`src/rtl/ogi_pkg.sv`:
```
// Shared types and constants of the occupancy grid inflation core.
// Used by every module of the block; depends on nothing else.
`timescale 1ns / 1ps

package ogi_pkg;

    // Default sizes handed to the top level parameters.
    localparam int DEF_MAX_ROWS = 256;
    localparam int DEF_MAX_COLS = 256;
    localparam int DEF_MAX_PAD  = 7;

    // Coordinates carried between front and back. A window bound is at most
    // the largest input row or column plus the largest radius, so nine bits hold it.
    localparam int COORD_W = 9;

    // Depth of the queue between front and back.
    localparam int QUEUE_DEPTH = 2;

    // Cell codes.
    localparam logic [1:0] CODE_FREE = 2'd0;
    localparam logic [1:0] CODE_OCC  = 2'd1;
    localparam logic [1:0] CODE_UNK  = 2'd2;
    localparam logic [1:0] CODE_BAD  = 2'd3;

    // Command codes.
    localparam logic CMD_LOAD  = 1'b0;
    localparam logic CMD_QUERY = 1'b1;

    // Configuration register indexes and reset values.
    localparam logic [1:0] REG_GRID_WIDTH  = 2'd0;
    localparam logic [1:0] REG_GRID_HEIGHT = 2'd1;
    localparam logic [1:0] REG_PAD_RADIUS  = 2'd2;

    localparam logic [8:0] RST_GRID_WIDTH  = 9'd256;
    localparam logic [8:0] RST_GRID_HEIGHT = 9'd256;
    localparam logic [2:0] RST_PAD_RADIUS  = 3'd3;

    // One classified item as it waits in the queue.
    typedef struct packed {
        logic               is_query;
        logic               in_grid;
        logic [COORD_W-1:0] row;
        logic [COORD_W-1:0] col;
        logic [COORD_W-1:0] r0;
        logic [COORD_W-1:0] c0;
        logic [COORD_W-1:0] r1;
        logic [COORD_W-1:0] c1;
        logic [1:0]         load_code;
    } t_item;

endpackage

```
`src/rtl/ogi_front.sv`:
```
// Front part: configuration registers, item acceptance and classification.
// Depends on ogi_pkg for the item type, codes and reset values.
`timescale 1ns / 1ps

module ogi_front #(
    parameter int MAX_ROWS = ogi_pkg::DEF_MAX_ROWS,
    parameter int MAX_COLS = ogi_pkg::DEF_MAX_COLS,
    parameter int MAX_PAD  = ogi_pkg::DEF_MAX_PAD
) (
    input  logic              i_clk,
    input  logic              i_rst_n,
    input  logic              i_cfg_valid,
    input  logic [1:0]        i_cfg_index,
    input  logic [8:0]        i_cfg_data,
    input  logic              i_accept,
    input  logic              i_command,
    input  logic [7:0]        i_row,
    input  logic [7:0]        i_col,
    input  logic [1:0]        i_cell_in,
    output logic              o_push,
    output ogi_pkg::t_item    o_item
);

    localparam int WW = $clog2(MAX_COLS + 1);
    localparam int HW = $clog2(MAX_ROWS + 1);
    localparam int PW = $clog2(MAX_PAD + 1);
    localparam int CW = ogi_pkg::COORD_W;

    logic [8:0] r_grid_width;
    logic [8:0] r_grid_height;
    logic [2:0] r_pad_radius;

    logic [WW-1:0] eff_w;
    logic [HW-1:0] eff_h;
    logic [PW-1:0] eff_p;
    logic [CW:0]   row_p;
    logic [CW:0]   col_p;

    // Configuration writes; an index beyond the list is dropped.
    always_ff @(posedge i_clk) begin
        if (!i_rst_n) begin
            r_grid_width  <= ogi_pkg::RST_GRID_WIDTH;
            r_grid_height <= ogi_pkg::RST_GRID_HEIGHT;
            r_pad_radius  <= ogi_pkg::RST_PAD_RADIUS;
        end else if (i_cfg_valid) begin
            case (i_cfg_index)
                ogi_pkg::REG_GRID_WIDTH:  r_grid_width  <= i_cfg_data;
                ogi_pkg::REG_GRID_HEIGHT: r_grid_height <= i_cfg_data;
                ogi_pkg::REG_PAD_RADIUS:  r_pad_radius  <= i_cfg_data[2:0];
                default: ;
            endcase
        end
    end

    // Grid size and radius clamped to their legal ranges.
    always_comb begin
        if (r_grid_width == 9'd0) begin
            eff_w = WW'(1);
        end else if (32'(r_grid_width) > MAX_COLS) begin
            eff_w = WW'(MAX_COLS);
        end else begin
            eff_w = WW'(r_grid_width);
        end
        if (r_grid_height == 9'd0) begin
            eff_h = HW'(1);
        end else if (32'(r_grid_height) > MAX_ROWS) begin
            eff_h = HW'(MAX_ROWS);
        end else begin
            eff_h = HW'(r_grid_height);
        end
        if (32'(r_pad_radius) > MAX_PAD) begin
            eff_p = PW'(MAX_PAD);
        end else begin
            eff_p = PW'(r_pad_radius);
        end
    end

    // Classification: range check and window bounds clipped to the grid.
    always_comb begin
        row_p = (CW + 1)'(i_row) + (CW + 1)'(eff_p);
        col_p = (CW + 1)'(i_col) + (CW + 1)'(eff_p);

        o_item.is_query = (i_command == ogi_pkg::CMD_QUERY);
        o_item.in_grid  = (32'(i_row) < 32'(eff_h)) && (32'(i_col) < 32'(eff_w));
        o_item.row      = CW'(i_row);
        o_item.col      = CW'(i_col);

        if ((CW + 1)'(i_row) >= (CW + 1)'(eff_p)) begin
            o_item.r0 = CW'(row_p - (CW + 1)'(eff_p) - (CW + 1)'(eff_p));
        end else begin
            o_item.r0 = '0;
        end
        if ((CW + 1)'(i_col) >= (CW + 1)'(eff_p)) begin
            o_item.c0 = CW'(col_p - (CW + 1)'(eff_p) - (CW + 1)'(eff_p));
        end else begin
            o_item.c0 = '0;
        end

        // The clip value is only taken when it lies below row plus radius.
        if (32'(row_p) >= 32'(eff_h)) begin
            o_item.r1 = CW'(32'(eff_h) - 1);
        end else begin
            o_item.r1 = CW'(row_p);
        end
        if (32'(col_p) >= 32'(eff_w)) begin
            o_item.c1 = CW'(32'(eff_w) - 1);
        end else begin
            o_item.c1 = CW'(col_p);
        end

        // The unused cell code is stored as unknown.
        o_item.load_code = (i_cell_in == ogi_pkg::CODE_BAD) ? ogi_pkg::CODE_UNK : i_cell_in;
    end

    assign o_push = i_accept;

endmodule

```
`config.mk`:
```
export PLATFORM = sky130hd
export DESIGN_NAME = ogi_front
export DESIGN_NICKNAME = d
export VERILOG_FILES = /design/src/rtl/ogi_pkg.sv /design/src/rtl/ogi_front.sv
export SDC_FILE = /design/constraint.sdc
export NUM_CORES = 1
export LEC_CHECK = 0
export BUFFER_PORTS_ARGS = -buffer_cell sky130_fd_sc_hd__buf_2
export CORE_MARGIN = 2
export CORE_UTILIZATION = 30
export DETAILED_ROUTE_END_ITERATION = 12
export GPL_TIMING_DRIVEN = 0
export PLACE_DENSITY_LB_ADDON = 0.25
export RECOVER_POWER = 100
export SYNTH_ARGS = -nofsm -noshare
export SYNTH_HDL_FRONTEND = slang
export SYNTH_SLANG_ARGS = --single-unit
export TNS_END_PERCENT = 50
```
`constraint.sdc`:
```
create_clock -name i_clk -period 10.05 [get_ports i_clk]
set_input_delay 2.01 -clock i_clk [delete_from_list [all_inputs] [get_ports i_clk]]
set_output_delay 2.01 -clock i_clk [all_outputs]
set_load 0.03 [all_outputs]
```
# Yosys cells after proc, flatten, opt, wreduce, memory -nomap -nowiden
# Cells that the tools add are included.
word_totals:
  register_bits: 21
  input_bits: 34
  output_inout_bits: 59
  word_cells: 38
op_classes:
  addsub: 8
  magnitude_cmp: 8
  eq_ne: 3
  n_mux: 9
  reduce_logical: 7
ops:
  columns: ["op", "count"]
  rows:
  - ["2-to-1 mux 9 bit", 8]
  - ["subtractor 9 x 3 -> 9 bit", 4]
  - ["adder 8 x 3 -> 9 bit", 2]
  - [">= comparator 9 bit", 2]
  - ["greater-than comparator 9 bit (second input constant)", 2]
  - ["logical NOT 9 bit", 2]
  - ["less-than comparator 8 x 9 -> 1 bit", 2]
  - ["subtractor 9 x 1 -> 9 bit (second input constant)", 2]
  - [">= comparator 8 x 3 -> 1 bit", 2]
  - ["AND reduction 2 bit", 3]
  - ["equality test 2 bit (second input constant)", 2]
  - ["equality test 2 x 1 -> 1 bit (second input constant)", 1]
  - ["logical NOT 2 bit", 1]
  - ["2-to-1 mux 2 bit", 1]
  - ["logical AND 1 bit", 1]

# Logic depth before layout (Yosys ltp)
depth:
  depth_word: 5
  depth_mapped: 14
  ltp_nobuf: 13

# Least setup slack after synthesis
# Ideal clock, no wire load.
synth_timing:
  kind: "input -> output"
  from: "input i_row[0]"
  to: "output o_item[11] (netlist bit)"
  arrival_ns: 5.016
  required_ns: 8.040
  path_slack_ns: 3.024
  path_stages: 13
  path_buffers: 1
  path_cell_list: "ha_1 > fa_1 > nor2b_1 > o2111ai_1 > xor2_1 > inv_1 > ha_1 > and4_1 > a21oi_1 > nand2_1 > a31oi_1 > buf_2 > mux2i_1"
synth_rtl:
  columns: ["element", "line_no", "rtl"]
  rows:
  - ["start, declared", "ogi_front.sv:17", "input logic [7:0] i_row,"]
  - ["end, declared", "ogi_front.sv:21", "output ogi_pkg::t_item o_item"]

==> reports/qor.csv <==
stage,metric,value,unit
yosys,yosys synthesis warning count,0,
critical_path,CP Launch Type,primary input,
sta,RSZ-0062 raised after global routing,no,
layout,area grow syn2layout,16.96,%
floorplan,IO Pins,93,
route,initial drt markers,114,
floorplan,Die X-Extent,108.6,µm
layout,Multi-input gate area,0.002549,mm²
hold_path,Worst Hold Class,reg2reg,
layout,fillers,1195,
sta,setup TNS,0,ns
clock_network,Max Root-Sink Buffers,2,
route,vias per cell,4.953,
floorplan,die area,0.01180,mm²
run_status,failing checks,"max-capacitance violations, max-slew violations",
sta,Tcrit/Tclk final,0.7959,
clock_network,CTS root buffer,clkbuf_8,
layout,most frequent cells in the layout,"clkbuf_1 (66), ha_1 (52), buf_2 (34)",
pwr,"IR drop worst, VDD",44.00,µV
sta,Final Skew,0,ns
floorplan,num rows,38,
global_routing,vias in the first global route,2972,
layout,"most common cell after layout, fill and taps aside",clkbuf_1,
route,Avg WL per Cell,13.99,µm
yosys,async set-reset flop share out of synthesis,0,
yosys,Synth area leader,ha_1,
critical_path,Worst Path Max Fanout,9,
yosys,"Seq/Total Area, Yosys",0.1280,
floorplan,Initial Util,0.3055,
route,vias,3180,
route,Post-Route WL,8979,µm
pwr,Pwr Total,0.3757,mW
placed_design,Placed Instance Area,0.003902,mm²
critical_path,arrival time at the worst endpoint,5.99,ns
global_routing,pin count of the biggest net entering global routing,14,
sta,fmax,125.0,MHz
yosys,cell count after synthesis,409,
route,drt pass-1 iters,4,
layout,"Net count, final",591,
yosys,top area cells in the synthesized netlist,"ha_1 (20%), dfxtp_1 (13%), mux2i_1 (9.1%)",
sta,max-slew violations,20,
clock_network,TritonCTS Buffers,3,
flow_run,Max Cap Violations,2,
global_routing,GRT Total Usage,0.1510,
critical_path,CP Class,in2out,
floorplan,Die H,108.6,µm
sta,final setup fails,0,
placed_design,GPL Wtd Cong,0.9004,
critical_path,Crit path required time,8.04,ns
yosys,Synth Area per Inst,8.027,µm²
global_routing,initial antenna violation count,0,
clock_network,post-CTS setup buffer count,0,
global_routing,"Remaining Overflow, GRT",0,
sta,Slew headroom,-0.6820,
route,post-route ant nets,0,
placed_design,IO buf count,88,
placed_design,DP HPWL,7731,µm
clock_network,hold buffers post-CTS,0,
layout,sequential cell area,420.4,µm²
yosys,share of the synthesized area in the top cell type,0.1982,
route,DRC Markers,0,
pwr,Pwr per Cell Area,97.83,mW/mm²
layout,# diodes,0,
clock_network,clk sinks,21,
layout,share of layout cells above drive strength 1,0.1494,
layout,Final Core Density,0.3574,
floorplan,Core Region,0.01075,mm²
sta,min Tclk post-route,7.999,ns
global_routing,global-route wire length before repair,14190,µm
critical_path,CP endpoint kind,output port,
sta,worst slew pin tran,2.459,ns
pwr,LEAKAGE,1.692,nW
yosys,synthesized area,0.003283,mm²
yosys,Yosys reg bits,21,
yosys,ys flop type,dfxtp_1,
clock_network,CTS resizes,0,
clock_network,clk_lat worst skew,0.26,ns
clock_network,CTS tree,built,
sta,Final Hold Fails,0,
yosys,Unique masters post-synth,55,
layout,Final Instance Area,0.003840,mm²
clock_network,# H-tree levels,1,
yosys,"EDFF count, synth",0,
clock_network,"Clk pin slew, worst setup/hold paths",0.07,ns
run_status,outcome,"finished, violations left",
cells by family after synthesis:
| logic type | count (synthesis) | share of synthesized area |
|---|---|---|
| muxes | 37 | 0.1155 |
| adders and majority gates | 54 | 0.2104 |
| AOI/OAI and AO/OA | 76 | 0.1639 |
| other | 1 | 0.001142 |
| buffers and inverters | 53 | 0.08422 |
| xor gates and xnor gates | 24 | 0.06631 |
| DFF | 21 | 0.1280 |
| and+or+nand+nor | 143 | 0.2306 |
metrics by stage:
step	std cells	hold WS (ns)	setup slack [ns]
after floorplan	410	0.5005	3.024
after global placement	638	0.5351	2.636
after detailed placement	638	0.5393	2.589
after CTS	642	0.5511	2.580
after global routing	642	0.5982	1.734
final	642	0.5456	2.051
path summary, 6_finish.rpt:
path / startpoint / depth (start not counted) / slack (ns) / endpoint
worst max-delay path: i_col[0] / 14 / 2.05 / o_item[10]
worst min-delay path: r_grid_height[0]$_SDFFE_PN0P_ / 2 / 0.55 / r_grid_height[0]$_SDFFE_PN0P_
worst max register to register: r_grid_height[8]$_SDFFE_PN1P_ / 6 / 8.74 / r_grid_height[8]$_SDFFE_PN1P_
worst min register to register: r_grid_height[0]$_SDFFE_PN0P_ / 2 / 0.55 / r_grid_height[0]$_SDFFE_PN0P_
Yosys cell counts, types with 2 or more instances:
master	number
a2111oi_4	2
a211oi_1	3
a21o_1	3
a21oi_1	20
a31o_2	2
a31oi_1	7
buf_2	2
buf_4	20
clkbuf_1	10
dfxtp_1	21
fa_1	2
ha_1	52
inv_1	21
mux2_2	7
mux2i_1	30
nand2_1	29
nand2b_1	12
nand3_1	7
nand3b_1	2
nand4_1	5
nor2_1	27
nor2b_1	31
nor3_1	9
nor3b_1	2
nor4_1	4
o2111ai_1	5
o21a_1	6
o21ai_0	13
o31ai_1	3
or2_2	2
or3_1	4
or4_1	2
xnor2_1	15
xor2_1	8
flip-flops by register name, summed over array words and instances, names as in the netlist:
signal         count
r_grid_height      9
r_grid_width       9
eff_p              3
cell type report:
cell class,instances,share of cell area
multi-input combinational,336,0.6637
clock inverter,1,0.001955
tap,140,0.04562
timing repair buffer,88,0.09677
sequential,21,0.1095
buffer,32,0.05116
inverter,21,0.02053
clock buffer,3,0.01075
critical path, cell delays in order:
cell and delay (ns):
buf_2 0.13, ha_1 0.21, fa_1 0.41, nor2b_1 0.17, o21a_1 0.20, xnor2_1 0.37
inv_1 0.14, ha_1 0.34, o21ai_0 0.09, nand2b_1 0.08, o2111ai_1 0.11, o21ai_0 1.06
mux2_2 0.34, clkbuf_1 0.31
metal layers:
layer / wire length [µm] / vias to the layer above / GRT usage
met5: 0 / - / 0
met3: 469 / 6 / 0.01674
met1: 4297 / 1460 / 0.2086
li1: - / 1634 / -
met4: 50 / 0 / 0.01740
met2: 4162 / 80 / 0.2607
report_power, final:
group,total [mW],leakage (nW),internal [mW],switching (mW)
clock,0.0565,0.0217,0.0280,0.0285
combinational,0.229,1.50,0.0784,0.151
sequential,0.0901,0.171,0.0861,0.00402
total,0.376,1.69,0.192,0.183
No activity file was read; power rests on OpenSTA's default activity.
