--- src/rtl/ogi_pkg.sv ---
// Shared types and constants of the occupancy grid inflation core.
// Used by every module of the block; depends on nothing else.
`timescale 1ns / 1ps

package ogi_pkg;

    // Default sizes handed to the top level parameters.
    localparam int DEF_MAX_ROWS = 256;
    localparam int DEF_MAX_COLS = 256;
    localparam int DEF_MAX_PAD  = 7;

    // Coordinates carried between front and back. A window bound is at most
    // the largest input row or column plus the largest radius, so nine bits hold it.
    localparam int COORD_W = 9;

    // Depth of the queue between front and back.
    localparam int QUEUE_DEPTH = 2;

    // Cell codes.
    localparam logic [1:0] CODE_FREE = 2'd0;
    localparam logic [1:0] CODE_OCC  = 2'd1;
    localparam logic [1:0] CODE_UNK  = 2'd2;
    localparam logic [1:0] CODE_BAD  = 2'd3;

    // Command codes.
    localparam logic CMD_LOAD  = 1'b0;
    localparam logic CMD_QUERY = 1'b1;

    // Configuration register indexes and reset values.
    localparam logic [1:0] REG_GRID_WIDTH  = 2'd0;
    localparam logic [1:0] REG_GRID_HEIGHT = 2'd1;
    localparam logic [1:0] REG_PAD_RADIUS  = 2'd2;

    localparam logic [8:0] RST_GRID_WIDTH  = 9'd256;
    localparam logic [8:0] RST_GRID_HEIGHT = 9'd256;
    localparam logic [2:0] RST_PAD_RADIUS  = 3'd3;

    // One classified item as it waits in the queue.
    typedef struct packed {
        logic               is_query;
        logic               in_grid;
        logic [COORD_W-1:0] row;
        logic [COORD_W-1:0] col;
        logic [COORD_W-1:0] r0;
        logic [COORD_W-1:0] c0;
        logic [COORD_W-1:0] r1;
        logic [COORD_W-1:0] c1;
        logic [1:0]         load_code;
    } t_item;

endpackage

--- src/rtl/ogi_queue.sv ---
// Short queue of classified items between front and back.
// Depends on ogi_pkg for the item type and the queue depth.
`timescale 1ns / 1ps

module ogi_queue (
    input  logic              i_clk,
    input  logic              i_rst_n,
    input  logic              i_push,
    input  ogi_pkg::t_item    i_item,
    input  logic              i_pop,
    output ogi_pkg::t_item    o_item,
    output logic              o_empty,
    output logic              o_full
);

    localparam int DEPTH = ogi_pkg::QUEUE_DEPTH;
    localparam int PTRW  = (DEPTH > 1) ? $clog2(DEPTH) : 1;
    localparam int CNTW  = $clog2(DEPTH + 1);

    ogi_pkg::t_item r_slot [DEPTH];
    logic [PTRW-1:0] r_wr_ptr;
    logic [PTRW-1:0] r_rd_ptr;
    logic [CNTW-1:0] r_count;
    logic [PTRW-1:0] n_wr_ptr;
    logic [PTRW-1:0] n_rd_ptr;

    // Pointers wrap at the depth.
    always_comb begin
        n_wr_ptr = (32'(r_wr_ptr) == DEPTH - 1) ? '0 : r_wr_ptr + PTRW'(1);
        n_rd_ptr = (32'(r_rd_ptr) == DEPTH - 1) ? '0 : r_rd_ptr + PTRW'(1);
    end

    assign o_empty = (r_count == '0);
    assign o_full  = (32'(r_count) == DEPTH);
    assign o_item  = r_slot[r_rd_ptr];

    // Storage of the waiting items.
    always_ff @(posedge i_clk) begin
        if (i_push) begin
            r_slot[r_wr_ptr] <= i_item;
        end
    end

    // Pointers and fill count.
    always_ff @(posedge i_clk) begin
        if (!i_rst_n) begin
            r_wr_ptr <= '0;
            r_rd_ptr <= '0;
            r_count  <= '0;
        end else begin
            if (i_push) begin
                r_wr_ptr <= n_wr_ptr;
            end
            if (i_pop) begin
                r_rd_ptr <= n_rd_ptr;
            end
            if (i_push && !i_pop) begin
                r_count <= r_count + CNTW'(1);
            end else if (!i_push && i_pop) begin
                r_count <= r_count - CNTW'(1);
            end
        end
    end

endmodule

--- config.mk ---
export PLATFORM = sky130hd
export DESIGN_NAME = ogi_queue
export DESIGN_NICKNAME = d
export VERILOG_FILES = /design/src/rtl/ogi_pkg.sv /design/src/rtl/ogi_queue.sv
export SDC_FILE = /design/constraint.sdc
export NUM_CORES = 1
export LEC_CHECK = 0
export BUFFER_PORTS_ARGS = -buffer_cell sky130_fd_sc_hd__buf_2
export CAP_MARGIN = 25
export CORE_UTILIZATION = 51
export CTS_CLUSTER_DIAMETER = 80
export DETAILED_ROUTE_END_ITERATION = 10
export PLACE_DENSITY = 0.86
export SYNTH_ARGS = -nofsm -noshare
export SYNTH_HDL_FRONTEND = slang
export SYNTH_SLANG_ARGS = --single-unit
--- constraint.sdc ---
create_clock -name i_clk -period 3.86 [get_ports i_clk]
set_input_delay 0.193 -clock i_clk [delete_from_list [all_inputs] [get_ports i_clk]]
set_output_delay 0.193 -clock i_clk [all_outputs]
set_load 0.1 [all_outputs]
**After elaboration in Yosys (flattened, before gate mapping)**

Memories as Yosys holds them, arrays and structs flattened. A register that Yosys moved wholly into a read port is not among the register bits.
Index checks and enable logic that the tools add are counted.

- Add/subtract/negate cells: 4
- Multipliers: 0
- Div/mod/pow operators: 0
- Magnitude comparators: 0
- Eq/ne operators: 1
- Shift operators: 0
- Muxes and demuxes: 8
- Bitwise logic cells: 0
- Reduce and logical (&&, ||, !) cells: 6

Operator list:

| operator | count |
|---|---|
| $mux W1 | 6 |
| $mux W2 | 2 |
| $add A1 B1 Y1 const B | 2 |
| $add A2 B1 Y2 const B | 1 |
| $eq A2 B2 Y1 const B | 1 |
| $logic_and A1 B1 Y1 | 2 |
| $logic_not A1 Y1 | 2 |
| $logic_not A2 Y1 | 1 |
| $reduce_bool A2 Y1 | 1 |
| $sub A2 B1 Y2 const B | 1 |

- Flip-flop bits (word level): 4
- Bits in latches: 0
- Memory bits (writable): 116
- ROM bits: 0
- Input port bits: 62
- Word-level logic and storage cells: 23
- Memories kept: 1

Memory list:

| name | depth | bits a word | read ports | clocked after Yosys merged registers in | wr ports | line | RTL |
|---|---|---|---|---|---|---|---|
| r_slot | 2 | 58 | 1 | 1 | 1 | ogi_queue.sv:20 | `ogi_pkg::t_item r_slot [DEPTH];` |

**Depth between registers and ports, before layout**

Gate-level depths: netlist (run 1).

- Depth after elaboration: 4
- Depth in mapped cells: 5
- Gate-level depth less buffers: 5

**Worst setup path after synthesis (run 1)**

No wires, ideal clock.

- Path kind: register -> register
- From: reg r_wr_ptr
- To: mem r_slot[0][0] (netlist name) (enable)
- Arrival time: 2.911 ns
- Data required time: 3.378 ns
- Setup slack: 0.467 ns
- Cell stages (with the launch flop): 2
- Buffers on the path: 0
- Clock period less this slack: 3.393 ns
- Path through: dfxtp_1 -> nor2b_1

RTL lines:

| element | line | RTL |
|---|---|---|
| start: declaration | ogi_queue.sv:21 | `logic [PTRW-1:0] r_wr_ptr;` |
| start signal: assignment | ogi_queue.sv:52 | `r_wr_ptr <= n_wr_ptr;` |
| end: declaration | ogi_queue.sv:20 |  |

Straight into the memory's write port.

==> key figures, run 1 <==
Floorplan
  • Die X: roughly 95 um
  • DIE HEIGHT: ~95 um
  • # IOs: about 120
  • Core box area: 8299 sq um
  • Rows: 33
  • Die area: around 9000 sq um
  • Initial Utilization: 0.5307

Global routing
  • GR Overflow Total: 0
  • Global-route wire length before repair: roughly 13000 um
  • Total track usage: 0.1988
  • Antenna violations before repair: 0
  • Largest net degree at the start of global routing: 39
  • Vias in the first global route: between 2000 and 3000

STA
  • Min cycle time layout: approximately 2700 ps
  • Achievable Freq: ~370 MHz
  • Clock Skews: a little under 6 ps
  • Setup_tns: 0 ps
  • Worst slew pin tran: a little under 900 ps
  • Final setup violating endpoints: 0
  • RSZ-0062 raised after global routing: no
  • Max-slew headroom: 0.4048
  • Final Max Tran Viols: 0
  • Final worst slack: roughly 1100 ps
  • Hold Worst Slack: approximately 90 ps
  • Final Cycle Share: 0.7060
  • Fin. Hold Viols: 0

Detailed routing
  • WL final: 8365 um
  • Vias post-DR: around 2500
  • DRC viols: 0
  • DRT antenna net count: 0
  • WL per Instance: about 16 um
  • Drt pass-1 iters: 4
  • 1st-iter DRT viols: 81
  • Via/cell ratio: about 5

Logic synthesis
  • Post-synthesis simple-gate area fraction: 0.01278
  • Sequential element share of the synthesized area: 0.8136
  • XOR/XNOR Fraction of Synth Area: 0.005966
  • Synth Net Count: 265
  • Largest family of logic cells by synthesized area: multiplexers
  • Synth Area in Compound Gates: 0.004545
  • Syn_area_per_cell: between 20 and 25 sq um
  • Post-Synthesis Cells: between 200 and 250
  • Cell variety after synth: 18
  • Post-synthesis mux area share: 0.1483
  • Post-Syn Area: 4404 sq um
  • Synth warn: 0
  • Synth Area in Adders: 0.002841
  • Synthesized flop and latch total: approximately 120

Layout
  • Fill count: 527
  • Layout cells sized above 1: 0.5146
  • Area Overhead vs Synth: 41.56%
  • Commonest non-fill, non-tap cells in the layout: 121 x buf_2, 116 x edfxtp_1, 59 x dlygate4sd3_1
  • Antenna diode instance count: 0
  • Post-layout net count: 462
  • Most common cell after layout, fill and taps aside: buf_2
  • Final Cell Area: 6235 sq um

Setup path
  • Crit. End Element: primary output
  • Reg-to-reg critical path endpoint: r_slot[0][57]
  • Setup CP Type: reg2out
  • R2R Setup Slk: 2020 ps
  • Cells on worst reg2reg path: 2
  • Worst r2r src: r_wr_ptr
  • CP Launch Type: flop
  • Worst Setup EP: o_item[15]
  • Critical Path RT: about 3700 ps
  • CP arrival: roughly 2500 ps
  • CP max FO: 37

Clocking
  • CTS-repair resized insts: 0
  • CTS sink cnt: between 100 and 150
  • CTS clock-pin slew for the worst setup and hold paths: about 50 ps
  • CTS tree: done
  • Root buf cell: clkbuf_8
  • Num CTS Buffers: 17
  • Clk_lat worst skew: 510 ps
  • Clk buf depth: 2
  • Htree depth: 4

Place
  • Post-Place Cell Area: about 5100 sq um
  • GPL Wtd Cong: 0.6620
  • Hpwl dp: between 4000 and 5000 um
  • Buffers on Ports: roughly 120
  • Dpl ws: about 1600 ps

Power and ir drop
  • Leakage: ~2.4 nW
  • Pwr dens: between 500 and 600 nW/um^2
  • Total power: roughly 3.7 mW
  • Worst ir drop on vdd: ~0.34 mV

Status
  • Status: finished, final reports clean

Worst hold path
  • Hold Path Class: in2reg

Flow run
  • Max cap viols: 0
-- layer usage --
metal	GRT usage	routed length, um	share of wire
met4	0.09091	99	0.012
met5	0	0	0
met1	0.2001	3207	0.38
met3	0.07246	469	0.056
met2	0.3627	4587	0.55
-- flip-flops by register name (all words and copies together) (netlist names), named ones only --
name / count
r_rd_ptr: 1
r_wr_ptr: 1
r_count: 2
r_slot: 116
-- stage by stage --
step             util  instances
2_1_floorplan       -        202
3_3_place_gp   0.6184        426
3_5_place_dp   0.6184        426
4_1_cts        0.7512        517
5_1_grt        0.7512        517
6_report       0.7512        517
-- Yosys cell counts --
master,count,area [sq um]
o21ai_0,1,5.000
or3_1,1,6.260
nor2_1,1,3.750
ha_1,1,12.51
mux2_1,1,11.26
buf_6,3,33.78
edfxtp_1,116,3483
o21a_1,1,7.510
and2_1,4,25.02
dfxtp_1,5,100.1
nor2b_1,2,12.51
and2b_2,1,8.760
a21boi_1,1,7.510
inv_1,1,3.750
mux2_2,57,641.9
buf_2,3,15.01
xnor2_1,1,8.760
xor2_1,2,17.52
-- layout make-up --
type / instances / area [sq um] / area share
repair buffers: 184 / 1226 / 0.1967
clock buffers: 22 / 432.9 / 0.06944
well taps: 105 / 131.4 / 0.02107
flip-flops and latches: 121 / 3585 / 0.5750
multi-input cells: 74 / 777.0 / 0.1246
clock inverters: 10 / 78.83 / 0.01264
inverters: 1 / 3.754 / 0.0006020
-- worst min-delay path by stage --
stage | to | slack, ps | cells after the start | startpoint
3_3_place_gp | r_slot[0][44] | 380 | 1 | i_item[44]
6_report | flop | 90 | 3 | i_pop
3_5_place_dp | r_slot[1][46] | 380 | 1 | i_item[46]
4_1_cts | flop | 50 | 3 | i_pop
2_1_floorplan | r_slot[0][0] | 290 | 0 | i_item[0]
5_1_grt | flop | 80 | 3 | i_pop
-- kinds of logic after synthesis --
group	count (synthesis)
AOI/OAI and AO/OA	3
xor gates and xnor gates	3
adders and majority gates	1
buffers and inverters	7
DFF	121
muxes	58
and+or+nand+nor	9
-- worst max-delay path, stage by stage, from the launching register on --
cell and delay (ps):
dfxtp_2 900, buf_4 430, mux2_2 380, buf_2 290
-- timing repair --
item	in CTS	in global routing
endpoints found under the setup margin	0	0
hold buffers	59	0
hold endpoints to repair	121	0
setup buffers	0	0
-- power breakdown --
| part | total [mW] | internal, mW | switching [mW] |
|---|---|---|---|
| Combinational | 0.779 | 0.180 | 0.599 |
| Clock | 1.35 | 0.841 | 0.509 |
| Sequential | 1.55 | 1.52 | 0.0328 |
Note: power is estimated with default switching activity, not from simulation.
==> run 2: changes to the inputs <==
--- a/config.mk
+++ b/config.mk
@@ -5,12 +5,13 @@
 export SDC_FILE = /design/constraint.sdc
 export NUM_CORES = 1
 export LEC_CHECK = 0
+export ABC_AREA = 1
 export BUFFER_PORTS_ARGS = -buffer_cell sky130_fd_sc_hd__buf_2
 export CAP_MARGIN = 25
-export CORE_UTILIZATION = 51
+export CORE_UTILIZATION = 52
 export CTS_CLUSTER_DIAMETER = 80
 export DETAILED_ROUTE_END_ITERATION = 10
-export PLACE_DENSITY = 0.86
+export PLACE_DENSITY = 0.87
 export SYNTH_ARGS = -nofsm -noshare
 export SYNTH_HDL_FRONTEND = slang
 export SYNTH_SLANG_ARGS = --single-unit
==> constraint.sdc (replaced) <==
create_clock -name i_clk -period 2.55 [get_ports i_clk]
set_input_delay 0.1275 -clock i_clk [delete_from_list [all_inputs] [get_ports i_clk]]
set_output_delay 0.1275 -clock i_clk [all_outputs]
set_load 0.1 [all_outputs]
==> key figures, run 2 <==
Status
  • Status: finished, final reports clean

Setup path
  • Worst r2r src: r_wr_ptr
  • Cells on worst reg2reg path: 3 (+1)
  • Critical-path cell list: buf_4 -> mux2_2 -> buf_2
  • Reg-to-reg critical path endpoint: r_slot[1][20]
  • CP Launch Type: flop
  • CP peak stage delay: 410 ps (-490 ps)
  • CP arrival: 1950 ps (-580 ps)
  • Slowest cell on crit path: buf_4
  • Crit. End Element: primary output
  • Worst Setup EP: o_item[12]
  • R2R Setup Slk: 970 ps (-1050 ps)
  • CP max FO: 33 (-11%)
  • Setup CP Type: reg2out
  • Critical Path RT: 2420 ps (-1250 ps)

STA
  • RSZ-0062 raised after global routing: no
  • Final setup violating endpoints: 0 (unchanged)
  • Achievable Freq: approximately 480 MHz
  • Final Max Tran Viols: 0 (unchanged)
  • Setup_tns: 0 ps (unchanged)
  • Worst slew pin tran: 630.1 ps (-262.7 ps)
  • Fin. Hold Viols: 0 (unchanged)
  • Final Cycle Share: 0.8138
  • Clock Skews: 8.821 ps (+2.930 ps)
  • Min cycle time layout: about 2100 ps
  • Max-slew headroom: 0.5793 (+0.1745)

Logic synthesis
  • Synth warn: 0 (unchanged)
  • Synth Net Count: 278 (+4.9%)
  • Post-Syn Area: 4488 sq um (+1.9%)
  • Synthesized flop and latch total: 121 (unchanged)
  • Post-Synthesis Cells: 215 (+6.4%)
  • Asr flop ratio synth: 0 (unchanged)
  • Most frequent cells after synthesis: 116 x edfxtp_1, 38 x mux2_2, 20 x mux2_4
  • Syn_area_per_cell: 20.87 sq um (-4.3%)
  • Area leader, netlist: edfxtp_1
  • Sequential element share of the synthesized area: 0.7984 (-0.01520)
  • Post-synth EDFFs: 116 (unchanged)
  • Count leader, synth: edfxtp_1
  • Prevailing post-synth register cell: edfxtp_1
  • Top post-synthesis cells by area: edfxtp_1 78%, mux2_2 9.5%, mux2_4 6.7%, dfxtp_1 2.2%, nor2_1 0.75%
  • Synth top area share: 0.7761 (-0.01477)
  • Cell variety after synth: 14 (-4)

Layout
  • Regs by FF count: r_slot (116), r_count (2)
  • Most common cell after layout, fill and taps aside: buf_2
  • Commonest non-fill, non-tap cells in the layout: 121 x buf_2, 116 x edfxtp_1, 61 x dlygate4sd3_1
  • Largest register FFs: 116 (unchanged)
  • Layout cells sized above 1: 0.5117 (-0.002881)
  • Final Cell Area: 6440 sq um (+3.3%)
  • Post-layout net count: 479 (+3.7%)
  • Area Overhead vs Synth: 43.49%
  • Largest reg by FF count: r_slot
  • Antenna diode instance count: 0 (unchanged)

Clocking
  • CTS-repair resized insts: 0 (unchanged)
  • CTS tree: done
  • Clk_lat worst skew: 500 ps (about the same)
  • Num CTS Buffers: 17 (unchanged)
  • Hold Buf Count CTS: 61 (+3.4%)
  • Setup Buffers After CTS: 0 (unchanged)
  • Root buf cell: clkbuf_8
  • Htree depth: 4 (unchanged)
  • CTS sink cnt: 121 (unchanged)
  • Clk buf depth: 2 (unchanged)
  • CTS clock-pin slew for the worst setup and hold paths: 60 ps (about the same)

Global routing
  • Largest net degree at the start of global routing: 34 (-13%)
  • Total track usage: 0.2120 (+0.01319)
  • GR Overflow Total: 0 (unchanged)
  • Global-route wire length before repair: 13450 um (+6.8%)
  • Vias in the first global route: 2802 (+3.8%)
  • Antenna violations before repair: 0 (unchanged)

Detailed routing
  • WL final: 9066 um (+8.4%)
  • Drt pass-1 iters: 4 (unchanged)
  • DRT antenna net count: 0 (unchanged)
  • DRC viols: 0 (unchanged)
  • Vias post-DR: 2666 (+6.0%)
  • 1st-iter DRT viols: 104 (+28%)
  • Via/cell ratio: 5.002 (+2.9%)
  • WL per Instance: 17.01 um (+5.1%)

Place
  • Post-Place Cell Area: 5243 sq um (+2.1%)
  • Hpwl dp: 4857 um (+1.1%)
  • GPL Wtd Cong: 0.6654 (+0.51%)
  • Buffers on Ports: 121 (unchanged)

Power and ir drop
  • Total power: 5.769 mW (+57%)
  • Pwr dens: 895.8 nW/um^2 (+52%)
  • Leakage: 2.554 nW (+6.2%)
  • Worst ir drop on vdd: 0.5726 mV (+69%)

Floorplan
  • Core box area: 8299 sq um (unchanged)
  • # IOs: 122 (unchanged)
  • DIE HEIGHT: 94.90 um (about the same)
  • Die X: 94.90 um (about the same)
  • Initial Utilization: 0.5408 (+0.01010)
  • Die area: 9006 sq um (about the same)
  • Rows: 33 (unchanged)

Flow run
  • Max cap viols: 0 (unchanged)

Worst hold path
  • Hold path depth: 2 (-1)
  • Hold Path Class: in2reg
-- run 2: metal layers --
layer / GRT usage / up-vias / wire length, um
li1: - / 1237 / -
met1: 0.2227 / 1307 / 3388
met2: 0.3867 / 104 / 5019
met3: 0.07327 / 18 / 506
met4: 0.08207 / 0 / 151
met5: 0 / - / 0
-- run 2: stage by stage --
step	std cells	utilization	setup slack, ps	hold WS [ps]
after CTS	533	0.7760	450.4	326.3
after global routing	533	0.7760	376.5	339.6
final	533	0.7760	474.8	351.9
after global placement	441	0.6317	1000	314.9
after floorplan	215	-	285.7	226.4
after detailed placement	441	0.6317	954.0	318.8
-- run 2: kinds of logic (layout without fill, tap and decap cells) --
family,Yosys count,after routing,share of synthesized area
flip-flops,121,121,0.7984
multiplexers,58,58,0.1623
AND/OR/NAND/NOR,19,19,0.01673
buffers and inverters,14,227,0.01756
AO/OA/AOI/OAI,2,2,0.002228
adder cells (fa/ha/maj),1,1,0.002787
-- run 2: power breakdown --
group / internal [mW] / switching [mW] / total [mW]
Clock: 1.49 / 0.846 / 2.33
Combinational: 0.267 / 0.840 / 1.11
Sequential: 2.30 / 0.0297 / 2.33
Total: 4.05 / 1.72 / 5.77
-- run 2: worst min-delay path by stage --
stage | start | end
after global routing | i_item[16] | r_slot[1][16]
after detailed placement | i_item[9] | r_slot[1][9]
after global placement | i_item[17] | r_slot[1][17]
after floorplan | i_item[0] | r_slot[0][0]
after CTS | i_item[11] | r_slot[1][11]
final | i_item[10] | r_slot[0][10]
-- run 2: cell type report --
type / count / area [sq um]
multi-input cells: 80 / 833.3
flip-flops and latches: 121 / 3585
fillers: 474 / 1859
well taps: 105 / 131.4
clock buffers: 17 / 414.1
repair buffers: 188 / 1274
clock inverters: 14 / 172.7
inverters: 8 / 30.03
-- run 2: critical path, delay by kind of cell, from the launching register on --
family / cells / cell delay (ps)
buffers and inverters: 2 / 710
DFF: 1 / 320
muxes: 1 / 410
==> run 3: changes to the inputs <==
==> constraint.sdc (replaced) <==
create_clock -name i_clk -period 2.1 [get_ports i_clk]
set_input_delay 0.105 -clock i_clk [delete_from_list [all_inputs] [get_ports i_clk]]
set_output_delay 0.105 -clock i_clk [all_outputs]
set_load 0.1 [all_outputs]
==> key figures, run 3 (same netlist as run 2, synthesis figures left out) <==
Clocking
  • Htree depth: 4 (unchanged)
  • CTS sink cnt: 121 (unchanged)
  • Root buf cell: clkbuf_8
  • CTS-repair resized insts: 0 (unchanged)
  • CTS clock-pin slew for the worst setup and hold paths: 50 ps (about the same)
  • Num CTS Buffers: 17 (unchanged)
  • CTS tree: done
  • Setup Buffers After CTS: 0 (unchanged)
  • Clk_lat worst skew: 480 ps (-20 ps)
  • Clk buf depth: 2 (unchanged)

Power and ir drop
  • Pint: 4.519 mW (+11%)
  • Clock network power share: 0.356 (-0.048)
  • Seq pwr share: 0.438 (+0.034)
  • Leakage: 2.510 nW (-1.7%)
  • Combinational cell fraction of total power: 0.206 (+0.014)
  • Switching part of the total: 0.3009 (+0.003538)
  • Total power: 6.464 mW (+12%)
  • Pwr dens: 1020 nW/um^2 (+14%)
  • Psw: 1.945 mW (+13%)
  • Worst ir drop on vdd: 0.6960 mV (+22%)

Layout
  • Largest reg by FF count: r_slot
  • Area Overhead vs Synth: 41.15%
  • Antenna diode instance count: 0 (unchanged)
  • Largest register FFs: 116 (unchanged)
  • Commonest non-fill, non-tap cells in the layout: 121 x buf_2, 116 x edfxtp_1, 61 x dlygate4sd3_1
  • Final Non-Filler Cells: 531 (-0.38%)
  • Layout cells sized above 1: 0.4977 (-0.01403)
  • Regs by FF count: r_slot (116), r_count (2)
  • Most common cell after layout, fill and taps aside: buf_2
  • Post-layout net count: 479 (unchanged)

STA
  • RSZ-0062 raised after global routing: no
  • Max-slew headroom: 0.6490 (+0.06974)
  • Min cycle time layout: between 1500 and 2000 ps
  • Fin. Hold Viols: 0 (unchanged)
  • Clock Skews: 4.478 ps (-4.343 ps)
  • Final setup violating endpoints: 0 (unchanged)
  • Final Cycle Share: 0.9455
  • Final Max Tran Viols: 0 (unchanged)
  • Achievable Freq: ~500 MHz
  • Setup_tns: 0 ps (unchanged)
  • Worst slew pin tran: 526.4 ps (-103.7 ps)

Setup path
  • CP top delay family: buffers and inverters
  • Critical Path RT: 2000 ps (-420 ps)
  • Worst r2r src: r_wr_ptr
  • Crit. End Element: primary output
  • CP arrival: 1880 ps (-70 ps)
  • CP peak stage delay: 400 ps (about the same)
  • Setup CP Type: reg2out
  • CP Launch Type: flop
  • Critical-path cell list: buf_4 -> mux2_2 -> buf_2
  • CP max FO: 26 (-21%)
  • Buf/Inv on CP: 2 (unchanged)
  • Slowest cell on crit path: mux2_2

Floorplan
  • # IOs: 122 (unchanged)
  • Die area: 9006 sq um (unchanged)
  • DIE HEIGHT: 94.90 um (unchanged)
  • Die X: 94.90 um (unchanged)
  • Core box area: 8299 sq um (unchanged)
  • Rows: 33 (unchanged)
  • Initial Utilization: 0.5408 (unchanged)

Status
  • Status: finished, final reports clean

Global routing
  • Total track usage: 0.1932 (-0.01880)
  • GR Overflow Total: 0 (unchanged)
  • Vias in the first global route: 2678 (-4.4%)
  • Antenna violations before repair: 0 (unchanged)
  • Largest net degree at the start of global routing: 40 (+18%)
  • Global-route wire length before repair: 12420 um (-7.6%)

Place
  • GPL Wtd Cong: 0.6859 (+3.1%)
  • Placed cells: 441 (unchanged)
  • Hpwl dp: 4943 um (+1.8%)
  • Buffers on Ports: 121 (unchanged)

Detailed routing
  • DRT antenna net count: 0 (unchanged)
  • WL per Instance: 15.40 um (-9.4%)
  • Drt pass-1 iters: 4 (unchanged)
  • DRC viols: 0 (unchanged)
  • Vias post-DR: 2583 (-3.1%)
  • 1st-iter DRT viols: 141 (+36%)
  • Via/cell ratio: 4.864 (-2.7%)
  • WL final: 8179 um (-9.8%)

Flow run
  • Max cap viols: 0 (unchanged)

Worst hold path
  • Hold_sp: i_item[14]
  • Hold Path Class: in2reg
==> run 3: cell count changes in the layout (fill, tap and decap cells not counted) <==
cell,delta
clkinvlp_4,-2
dfxtp_2,-1
clkbuf_1,+1
inv_6,-3
bufinv_16,-3
clkinv_2,+1
dfxtp_4,+1
clkinv_1,+4
==> run 3: worst reg2reg max path, delay by kind of cell, from the launching register on <==
family | cells | cell delay (ps)
DFF | 1 | 400
buffers and inverters | 2 | 460
and+or+nand+nor | 1 | 100
==> run 3: stage by stage <==
stage | area (sq um) | utilization | setup slack [ps] | hold slack [ps]
4_1_cts | 6335 | 0.7633 | 87.80 | 316.2
6_report | 6335 | 0.7633 | 114.5 | 339.0
3_3_place_gp | 5245 | 0.6320 | 615.1 | 292.4
5_1_grt | 6335 | 0.7633 | 31.41 | 313.7
2_1_floorplan | 4496 | - | 95.29 | 203.9
3_5_place_dp | 5245 | 0.6320 | 616.7 | 297.3
==> run 3: area by class of cell <==
| cell class | instances | area [sq um] |
|---|---|---|
| Sequential cell | 121 | 3587 |
| Fill cell | 507 | 1964 |
| Timing Repair Buffer | 188 | 1274 |
| Multi-Input combinational cell | 80 | 833.3 |
| Clock buffer | 18 | 417.9 |
| Tap cell | 105 | 131.4 |
| Clock inverter | 11 | 61.31 |
| Inverter | 8 | 30.03 |
==> run 3: path summary, 6_finish.rpt <==
path	to	slack [ps]	depth (start not counted)
hold reg to reg	flop	500	2
setup / recovery	o_item[11]	110	3
hold / removal	r_slot[0][14]	340	2
setup reg to reg	r_slot[1][32]	760	3
==> run 3: power by group through the flow <==
| stage | Sequential, mW | Clock, mW | Combinational, mW |
|---|---|---|---|
| after global routing | 2.84 | 2.44 | 1.38 |
| after CTS | 2.83 | 2.34 | 1.34 |
| after floorplan | 2.87 | 0 | 1.04 |
| after global placement | 2.87 | 0 | 1.23 |
| final | 2.83 | 2.30 | 1.33 |
| after detailed placement | 2.88 | 0 | 1.25 |
==> run 3: repair_timing <==
item                                    in CTS  in global routing
hold endpoints to repair                   121                  0
hold buffers                                61                  0
endpoints found under the setup margin       0                  0
==> run 3: per-layer routing <==
| metal | vias to the layer above | track usage | share of wire |
|---|---|---|---|
| li1 | 1228 | - | - |
| met1 | 1249 | 0.1986 | 0.38 |
| met2 | 96 | 0.3603 | 0.55 |
| met3 | 10 | 0.06522 | 0.058 |
| met4 | 0 | 0.07071 | 0.0099 |
| met5 | - | 0 | 0 |
